$ cat src/rtl/anp_pkg.sv
// Shared types and character constants for the ASCII number parser.
package anp_pkg;

    // Width of the result port, fixed by the interface.
    localparam int unsigned OUT_WIDTH = 64;

    // Width of the cast applied to a non-negative result in signed mode.
    localparam int unsigned CAST_WIDTH = 32;

    // Characters with a special meaning.
    localparam logic [7:0] CH_NUL   = 8'h00;
    localparam logic [7:0] CH_MINUS = 8'h2D;
    localparam logic [7:0] CH_ZERO  = 8'h30;
    localparam logic [7:0] CH_NINE  = 8'h39;
    localparam logic [7:0] CH_X     = 8'h78;
    localparam logic [7:0] CH_LA    = 8'h61;
    localparam logic [7:0] CH_LF    = 8'h66;
    localparam logic [7:0] CH_UA    = 8'h41;
    localparam logic [7:0] CH_UF    = 8'h46;

    // Offset added to a letter digit after subtracting its base letter.
    localparam logic [3:0] HEX_LETTER_BASE = 4'd10;

    // Parse phase, one-hot.
    typedef enum logic [2:0] {
        PH_START = 3'b001,
        PH_ZERO  = 3'b010,
        PH_BODY  = 3'b100
    } phase_t;

    // Classification of one character.
    typedef struct packed {
        logic       is_nul;
        logic       is_minus;
        logic       is_zero;
        logic       is_x;
        logic       dec_ok;
        logic       hex_ok;
        logic [3:0] digit;
    } char_class_t;

endpackage

$ cat src/rtl/anp_char_decode.sv
// Character classifier: flags special characters and extracts the digit value.
module anp_char_decode (
    input  logic [7:0]           char_in,
    output anp_pkg::char_class_t cls
);
    import anp_pkg::*;

    logic [7:0] diff;

    // Pick the base character to subtract and classify the digit range.
    always_comb
    begin
        cls          = '0;
        diff         = '0;
        cls.is_nul   = (char_in == CH_NUL);
        cls.is_minus = (char_in == CH_MINUS);
        cls.is_zero  = (char_in == CH_ZERO);
        cls.is_x     = (char_in == CH_X);
        if (char_in inside {[CH_ZERO:CH_NINE]})
        begin
            diff       = char_in - CH_ZERO;
            cls.dec_ok = 1'b1;
            cls.hex_ok = 1'b1;
            cls.digit  = diff[3:0];
        end
        else if (char_in inside {[CH_LA:CH_LF]})
        begin
            diff       = char_in - CH_LA;
            cls.hex_ok = 1'b1;
            cls.digit  = diff[3:0] + HEX_LETTER_BASE;
        end
        else if (char_in inside {[CH_UA:CH_UF]})
        begin
            diff       = char_in - CH_UA;
            cls.hex_ok = 1'b1;
            cls.digit  = diff[3:0] + HEX_LETTER_BASE;
        end
    end

endmodule

$ cat src/rtl/anp_parse_state.sv
// Parse state registers, accumulator update and final value selection.
module anp_parse_state #(
    parameter int unsigned VALUE_WIDTH = 64
) (
    input  logic                   clk,
    input  logic                   rst_n,
    input  logic                   step,
    input  anp_pkg::char_class_t   cls,
    input  logic                   signed_mode,
    output logic [VALUE_WIDTH-1:0] result
);
    import anp_pkg::*;

    phase_t                 phase_reg, phase_next;
    logic [VALUE_WIDTH-1:0] acc_reg, acc_next;
    logic                   neg_reg, neg_next;
    logic                   hex_reg, hex_next;
    logic                   bad_reg, bad_next;

    logic                   digit_ok;
    logic [VALUE_WIDTH-1:0] acc_digit;
    logic [VALUE_WIDTH-1:0] digit_ext;

    // One digit in the current base: shift by four, or times ten as 8x + 2x.
    assign digit_ok  = hex_reg ? cls.hex_ok : cls.dec_ok;
    assign digit_ext = VALUE_WIDTH'(cls.digit);
    assign acc_digit = hex_reg ? ((acc_reg << 4) + digit_ext)
                               : ((acc_reg << 3) + (acc_reg << 1) + digit_ext);

    // Next state for the character in the input stage.
    always_comb
    begin
        phase_next = phase_reg;
        acc_next   = acc_reg;
        neg_next   = neg_reg;
        hex_next   = hex_reg;
        bad_next   = bad_reg;
        if (step)
        begin
            if (cls.is_nul)
            begin
                phase_next = PH_START;
                acc_next   = '0;
                neg_next   = 1'b0;
                hex_next   = 1'b0;
                bad_next   = 1'b0;
            end
            else
            begin
                phase_next = PH_BODY;
                case (phase_reg)
                    PH_START:
                    begin
                        if (cls.is_minus && signed_mode)
                        begin
                            neg_next = 1'b1;
                        end
                        else if (cls.is_zero)
                        begin
                            acc_next   = '0;
                            phase_next = PH_ZERO;
                        end
                        else if (digit_ok)
                        begin
                            acc_next = acc_digit;
                        end
                        else
                        begin
                            bad_next = 1'b1;
                        end
                    end
                    PH_ZERO:
                    begin
                        if (cls.is_x)
                        begin
                            hex_next = 1'b1;
                            acc_next = '0;
                        end
                        else if (digit_ok)
                        begin
                            acc_next = acc_digit;
                        end
                        else
                        begin
                            bad_next = 1'b1;
                        end
                    end
                    default:
                    begin
                        if (digit_ok)
                        begin
                            acc_next = acc_digit;
                        end
                        else
                        begin
                            bad_next = 1'b1;
                        end
                    end
                endcase
            end
        end
    end

    // Control state and accumulator.
    always_ff @(posedge clk or negedge rst_n)
    begin
        if (!rst_n)
        begin
            phase_reg <= PH_START;
            acc_reg   <= '0;
            neg_reg   <= 1'b0;
            hex_reg   <= 1'b0;
            bad_reg   <= 1'b0;
        end
        else
        begin
            phase_reg <= phase_next;
            acc_reg   <= acc_next;
            neg_reg   <= neg_next;
            hex_reg   <= hex_next;
            bad_reg   <= bad_next;
        end
    end

    // Final value: zero on error, negated, cast to 32 bits, or plain.
    always_comb
    begin
        if (bad_reg)
        begin
            result = '0;
        end
        else if (neg_reg)
        begin
            result = '0 - acc_reg;
        end
        else if (signed_mode)
        begin
            result = VALUE_WIDTH'($signed(acc_reg[CAST_WIDTH-1:0]));
        end
        else
        begin
            result = acc_reg;
        end
    end

endmodule

$ cat src/rtl/ascii_number_parser_core.sv
// Top level of the ASCII number parser: input stage, config and result register.
//
// Channel  Direction  Handshake              Payload
// in       input      in_valid / in_ready    char_in[7:0]
// out      output     out_valid / out_ready  value[63:0]
// cfg      input      cfg_wr_en              cfg_wr_data (signed_mode)
//
// One character is taken per cycle unless stalled; a result is registered from the NUL.
// The loop that sets this rate is the accumulator shift-add in the parse state.
// Reset clears the parse state and sets signed_mode to 1.
// A held result stalls the input stage only when that stage holds the next NUL.
module ascii_number_parser_core #(
    parameter int unsigned VALUE_WIDTH = 64
) (
    input  logic                          clk,
    input  logic                          rst_n,
    input  logic                          in_valid,
    output logic                          in_ready,
    input  logic [7:0]                    char_in,
    output logic                          out_valid,
    input  logic                          out_ready,
    output logic [anp_pkg::OUT_WIDTH-1:0] value,
    input  logic                          cfg_wr_en,
    input  logic                          cfg_wr_data
);
    import anp_pkg::*;

    logic                   s1_valid_reg, s1_valid_next;
    logic [7:0]             s1_char_reg;
    logic                   out_valid_reg, out_valid_next;
    logic [VALUE_WIDTH-1:0] value_reg;
    logic                   signed_mode_reg;

    char_class_t            cls;
    logic                   out_free;
    logic                   s1_step;
    logic                   in_take;
    logic [VALUE_WIDTH-1:0] result;

    anp_char_decode u_decode (
        .char_in (s1_char_reg),
        .cls     (cls)
    );

    anp_parse_state #(
        .VALUE_WIDTH (VALUE_WIDTH)
    ) u_state (
        .clk         (clk),
        .rst_n       (rst_n),
        .step        (s1_step),
        .cls         (cls),
        .signed_mode (signed_mode_reg),
        .result      (result)
    );

    // Flow control: a NUL may leave the input stage only when the result slot is free.
    assign out_free      = !out_valid_reg || out_ready;
    assign s1_step       = s1_valid_reg && (!cls.is_nul || out_free);
    assign in_ready      = !s1_valid_reg || s1_step;
    assign in_take       = in_valid && in_ready;
    assign s1_valid_next = in_take ? 1'b1 : (s1_step ? 1'b0 : s1_valid_reg);

    // Result slot is loaded by a NUL and emptied when the result is taken.
    always_comb
    begin
        out_valid_next = out_valid_reg;
        if (s1_step && cls.is_nul)
        begin
            out_valid_next = 1'b1;
        end
        else if (out_ready)
        begin
            out_valid_next = 1'b0;
        end
    end

    // Control registers.
    always_ff @(posedge clk or negedge rst_n)
    begin
        if (!rst_n)
        begin
            s1_valid_reg    <= 1'b0;
            out_valid_reg   <= 1'b0;
            signed_mode_reg <= 1'b1;
        end
        else
        begin
            s1_valid_reg  <= s1_valid_next;
            out_valid_reg <= out_valid_next;
            if (cfg_wr_en)
            begin
                signed_mode_reg <= cfg_wr_data;
            end
        end
    end

    // Payload registers.
    always_ff @(posedge clk)
    begin
        if (in_take)
        begin
            s1_char_reg <= char_in;
        end
        if (s1_step && cls.is_nul)
        begin
            value_reg <= result;
        end
    end

    assign out_valid = out_valid_reg;
    assign value     = OUT_WIDTH'(value_reg);

endmodule

$ cat config.mk
export PLATFORM = sky130hd
export DESIGN_NAME = ascii_number_parser_core
export DESIGN_NICKNAME = d
export VERILOG_FILES = /design/src/rtl/anp_pkg.sv /design/src/rtl/anp_char_decode.sv /design/src/rtl/anp_parse_state.sv /design/src/rtl/ascii_number_parser_core.sv
export SDC_FILE = /design/constraint.sdc
export NUM_CORES = 1
export LEC_CHECK = 0
export BUFFER_PORTS_ARGS = -buffer_cell sky130_fd_sc_hd__buf_2
export CORE_ASPECT_RATIO = 2
export CORE_MARGIN = 4
export CORE_UTILIZATION = 56
export DETAILED_ROUTE_END_ITERATION = 7
export PLACE_DENSITY = 0.9
export SYNTH_ARGS = -nofsm -noshare
export SYNTH_HDL_FRONTEND = slang
export SYNTH_SLANG_ARGS = --single-unit
$ cat constraint.sdc
create_clock -name clk -period 4.6 [get_ports clk]
set_input_delay 0.23 -clock clk [delete_from_list [all_inputs] [get_ports clk]]
set_output_delay 0.23 -clock clk [all_outputs]
set_load 0.02 [all_outputs]
; Yosys cells after proc, flatten, opt, wreduce, memory -nomap -nowiden
; Cells that the tools add are included.
[totals]
reg_bits = 145
inputBits = 14
out_inout_bits = 66
elab_cells = 91
[op_classes]
n_addsub = 9
order_cmp = 6
eq_ne = 8
mux = 34
reduce_logical = 24
[ops]
columns = cell, n
row1 = 2-to-1 mux 64 bit, 8
row2 = adder 64 x 4 -> 64 bit, 2
row3 = one-hot mux 64 bit (2 select lines), 1
row4 = adder 64 bit, 1
row5 = subtractor 1 x 64 -> 64 bit (first input constant), 1
row6 = 2-to-1 mux 1 bit, 17
row7 = == test 8 x 6 -> 1 bit (second input constant), 2
row8 = >= comparator 8 x 7 -> 1 bit (second input constant), 2
row9 = less-or-equal comparator 8 x 7 -> 1 bit (second input constant), 2
row10 = 2-to-1 mux 5 bit, 3
row11 = 2-to-1 mux 3 bit, 4
row12 = nonzero test 2 bit, 6
row13 = subtractor 4 x 1 -> 4 bit (second input constant), 3
row14 = != test 3 bit (second input constant), 3
row15 = adder 4 bit (second input constant), 2
row16 = == test 8 x 7 -> 1 bit (second input constant), 1
row17 = >= comparator 8 x 6 -> 1 bit (second input constant), 1
row18 = less-or-equal comparator 8 x 6 -> 1 bit (second input constant), 1
row19 = zero test 8 bit, 1
row20 = logical AND 1 bit, 7
row21 = AND reduction 3 bit, 2
row22 = AND reduction 4 bit, 1
row23 = == test 3 x 1 -> 1 bit (second input constant), 1
row24 = == test 3 x 2 -> 1 bit (second input constant), 1
row25 = 4 further kinds, 8

; Logic depth before layout (Yosys ltp)
[logic_depth]
word_depth = 12
mapped_depth = 20
depth_no_buf = 20

; By module
; From an unflattened synthesis, not the netlist that was laid out.
[hier_totals]
hier_cells = 1431
hier_area_um2 = 12231.7
[modules_own_cells]
columns = mod, n_inst, cells_per_inst, area_per_inst_um2, seq_area_each_um2
row1 = anp_parse_state, 1, 1309, 9628.0, 1752.9
row2 = ascii_number_parser_core, 1, 84, 2317.2, 2238.4
row3 = anp_char_decode, 1, 38, 286.5, 0.0

; Worst setup path after synthesis
; Ideal clock, no wire load.
[synth_path]
path_kind = register -> register
start = register s1_char_reg[0]
end = register u_state.acc_reg[62]
setup_ns = 0.069
arrival_time_ns = 4.515
t_required_ns = 4.531
path_slack_ns = 0.017
stages_incl_launch_ff = 18
path_buffers = 0
synth_period_minus_slack_ns = 4.583
cell_sequence = edfxtp_1 inv_1 ha_1 o21bai_1 a211oi_1 a31oi_1 o21a_1 fa_1 fa_1 a21oi_1 o211ai_2 nand2_1 a2111o_1 a211oi_2 a21oi_1 o31a_1 or4_1 nand3_1
[synth_via]
elab_chain_cells = 12
word_cells_on_any_way = 38
classes_between = 7 x add/sub / 6 x order compare / 4 x eq/ne / 12 x mux / 9 x reduce/logical
[synth_lines]
columns = item, line_no
row1 = from (decl), ascii_number_parser_core.sv:29  ; logic [7:0] s1_char_reg;
row2 = from (signal assigned), ascii_number_parser_core.sv:102  ; s1_char_reg <= char_in;
row3 = subtractor 4 x 1 -> 4 bit (tied with other cells), "anp_char_decode.sv:28, anp_char_decode.sv:34"
row4 = adder 4 bit or logical AND 1 bit (tied branches), "anp_char_decode.sv:30, anp_char_decode.sv:36, anp_char_decode.sv:32"
row5 = 2-to-1 mux 5 bit, anp_char_decode.sv:32  ; else if (char_in inside {[CH_UA:CH_UF]})
row6 = 2-to-1 mux 5 bit, anp_char_decode.sv:26  ; else if (char_in inside {[CH_LA:CH_LF]})
row7 = 2-to-1 mux 5 bit, anp_char_decode.sv:19  ; if (char_in inside {[CH_ZERO:CH_NINE]})
row8 = "adder 64 x 4 -> 64 bit, on equally long branches", "anp_parse_state.sv:28, anp_parse_state.sv:27"
row9 = 2-to-1 mux 64 bit, anp_parse_state.sv:27  ; assign acc_digit = hex_reg ? ((acc_reg << 4) + digit_ext)
row10 = 2-to-1 mux 64 bit, "anp_parse_state.sv:63, anp_parse_state.sv:79, anp_parse_state.sv:90"
row11 = 2-to-1 mux 64 bit, anp_parse_state.sv:58  ; else if (cls.is_zero)
row12 = 2-to-1 mux 64 bit, anp_parse_state.sv:54  ; if (cls.is_minus && signed_mode)
row13 = one-hot mux 64 bit (2 select lines), anp_parse_state.sv:51  ; case (phase_reg)
row14 = 2-to-1 mux 64 bit, anp_parse_state.sv:40  ; if (cls.is_nul)
row15 = to (signal assigned), anp_parse_state.sv:118  ; acc_reg <= acc_next;
row16 = to (decl), anp_parse_state.sv:15  ; logic [VALUE_WIDTH-1:0] acc_reg, acc_next;
; Parallel ways exist; a longest one is shown, timed or not. The select of a mux whose other input is x is not followed.
; A chain may end at the register's enable or synchronous reset.

; Worst setup path in the final report
; Ends and elaborated chain as after synthesis.

==> metrics.txt <==
clk buf depth=2; DR WL/cell=23.7 um; maximum fanout along the worst path=3; Netlist cell types=83; Rel. slew slack=22.4%; antenna fix cells=0; startpoint types=flop; Via density=around 6.9; total CTS buffers=17; post-synth top area share=18.0%; io pins=80; CTS tree=done; vias post-DR=11726; VDD IR max=0.235 mV; hpwl dp=29300 um; skew final=0.0128 ns; first-pass GRT wire length=62100 um; Site Rows=75; Data required, critical path=4.97 ns; Syn Inst Count=1359; Antenna Violating Nets Remaining=0; kind of critical path=flop to flop; Max Cap Viol=0; r2r endpoint=u_state.acc_reg[62]; CTS clk-pin slew, worst paths=0.06 ns; multi-input logic area=~8000 um2; Setup WS pre-CTS=-0.240 ns; Leak=around 6.1 nW; r2r setup slk=0.10 ns; reg2reg start=s1_char_reg[0]; Post-Synthesis Cell Area=approximately 12000 um2; Seq/Total Area, Yosys=about a third; flops & latches, synth=145; Die Y=215 um; commonest non-fill, non-tap cell in the layout=nor2_1; die area=24000 um2; Starting Density=57.0%; post-layout util=64.1%; clk root buf=clkbuf_16; largest net degree at the start of global routing=74; Pre-antenna DRT Iters=6; DRC Markers=0; ys async rst share=50.3%; gr usage total=32.8%; R2R depth=18; worst-margin pin slew=1.16 ns; Synth Area per Inst=8.86 um2; PortBufs=79; worst setup margin=0.103 ns; worst min-delay path class=input port to asynchronous set/reset pin; RSZ-0062 raised after global routing=yes; initial antenna violation count=0; most frequent cells in the layout=nor2_1 (127), ha_1 (124), nand2_1 (110), o21ai_0 (99), a21oi_1 (86); Worst EP arrival=4.87 ns; Seq. cell area=3990 um2; DIE WIDTH=112 um; Post-synth EDFFs=72; status=finished with violations; largest cells by area after synthesis=edfxtp_1 (18%), dfrtp_1 (15%), ha_1 (13%); Core ar.=21100 um2; GPL Wtd Cong=1.05; CTS sink cnt=about 150; crit path time final=between 4 and 5 ns; Clock Latency Late Sink=0.45 ns; fin crit share=97.8%; final hold vios=36; crit end category=flop; share of cells above drive strength 1=14.0%; fmax=around 0.22 GHz; Synth Flop Type=edfxtp_1; Synth area leader=edfxtp_1; failing checks=hold timing; vias in the first global route=approximately 12000; final setup fails=0; Syn Nets=1502; initial drt markers=between 1000 and 1500; Synthesis Warnings=0; nets=~1600; Slew Viols, Final=0; Max H-tree Level=4; Cell Pwr Density=between 200 and 300 nW/um2; Hold WS=-0.0380 ns; fillcell total=1722; synthesis-to-finish area growth=12.4%; GRT overflow=0; Final Routed Wirelength=40300 um
-- routing by layer --
layer / part of all wire [%] / vias to the layer above / GRT usage (%)
li1: - / 5248 / -
met3: 5.9 / 237 / 5.83
met2: 54 / 611 / 61.2
met5: 0 / - / 0
met4: 9.6 / 0 / 27.3
met1: 30 / 5630 / 29.7
-- area by class of cell --
cell class,count,area share (%)
clock inverter,15,1.09
timing repair buffer,119,5.34
sequential,145,29.5
inverter,25,0.694
clock buffer,17,3.15
tap,269,2.49
multi-input combinational,1110,57.7
-- stage by stage --
| stage | TNS [ns] | cell area, um2 | power (mW) | cells |
|---|---|---|---|---|
| detailed placement | -1.39 | 12700 | 2.32 | 1654 |
| CTS | -0.00157 | 13300 | 3.70 | 1694 |
| finish | 0 | 13500 | 3.73 | 1700 |
| global placement | 0 | 12700 | 2.28 | 1654 |
| global route | -0.141 | 13500 | 3.88 | 1700 |
| floorplan | 0 | 12000 | 2.11 | 1359 |
-- worst max path at each step --
stage	startpoint	endpoint	slack (ns)	cells after the start
2_1_floorplan	s1_char_reg[0]	u_state.acc_reg[62]	0.02	17
3_3_place_gp	s1_char_reg[0]	u_state.acc_reg[55]	0.05	19
3_5_place_dp	s1_char_reg[0]	u_state.acc_reg[55]	-0.24	19
4_1_cts	s1_char_reg[0]	u_state.acc_reg[42]	-0.002	19
5_1_grt	s1_char_reg[1]	u_state.acc_reg[62]	-0.07	18
6_report	s1_char_reg[0]	u_state.acc_reg[62]	0.10	18
-- cells in the mapped netlist, types with 4 or more instances --
| library cell | instances |
|---|---|
| a211oi_1 | 20 |
| a21boi_0 | 8 |
| a21o_1 | 44 |
| a21oi_1 | 90 |
| a221oi_1 | 12 |
| a22o_1 | 7 |
| a22oi_1 | 22 |
| a311oi_1 | 8 |
| a31oi_1 | 20 |
| a32oi_1 | 6 |
| and2_1 | 9 |
| and3_1 | 7 |
| clkbuf_1 | 72 |
| dfrtp_1 | 71 |
| edfxtp_1 | 72 |
| ha_1 | 127 |
| inv_1 | 25 |
| mux2i_1 | 10 |
| nand2_1 | 110 |
| nand2b_1 | 20 |
| nand3_1 | 23 |
| nand3b_1 | 5 |
| nand4_1 | 26 |
| nor2_1 | 128 |
| nor2b_1 | 10 |
| nor3_1 | 45 |
| nor3b_1 | 4 |
| o211ai_1 | 14 |
| o21a_1 | 6 |
| o21ai_0 | 103 |
| o21ai_1 | 5 |
| o21bai_1 | 15 |
| o31ai_1 | 17 |
| o41ai_1 | 6 |
| or2_2 | 4 |
| or3_1 | 19 |
| or4_1 | 6 |
| xnor2_1 | 38 |
| xor2_1 | 53 |
-- logic make-up (layout without fill, tap and decap cells) --
kind of cell	after synthesis	after routing	share of synthesized area (%)
flip-flops	145	145	33.2
multiplexers	12	12	1.02
AND/OR/NAND/NOR	442	442	18.5
adder cells (fa/ha/maj)	129	129	13.5
XOR/XNOR	91	91	6.62
buffers and inverters	104	176	3.31
AO/OA/AOI/OAI	436	436	23.8
-- worst max-delay path, stage by stage (launching register included) --
cell and delay (ns):
edfxtp_1 0.43, inv_2 0.12, ha_4 0.14, nor3b_2 0.19
nor2_2 0.06, and3_4 0.18, or2_4 0.23, o21a_1 0.13
fa_1 0.59, fa_2 0.23, a21oi_2 0.07, o211ai_2 0.22
nand2_1 0.09, a2111o_1 0.45, a211oi_2 0.31, a21oi_2 0.10
o31a_1 0.37, or4_1 0.42, nand3_1 0.08
-- repair_timing --
| item | 4_1_cts | 5_1_grt |
|---|---|---|
| hold buffers | 8 | 0 |
| hold endpoints to repair | 8 | 0 |
| pin swaps | 4 | 16 |
| endpoints found under the setup margin | 25 | 32 |
| resized for setup | 5 | 34 |
| buffers inserted | 0 | 7 |
-- report_power, final --
group          switching, mW  internal (mW)  total [mW]
registers             0.0723           1.38        1.46
clock network          0.625          0.759        1.38
logic                  0.547          0.340       0.887
No activity file was read; power rests on OpenSTA's default activity.
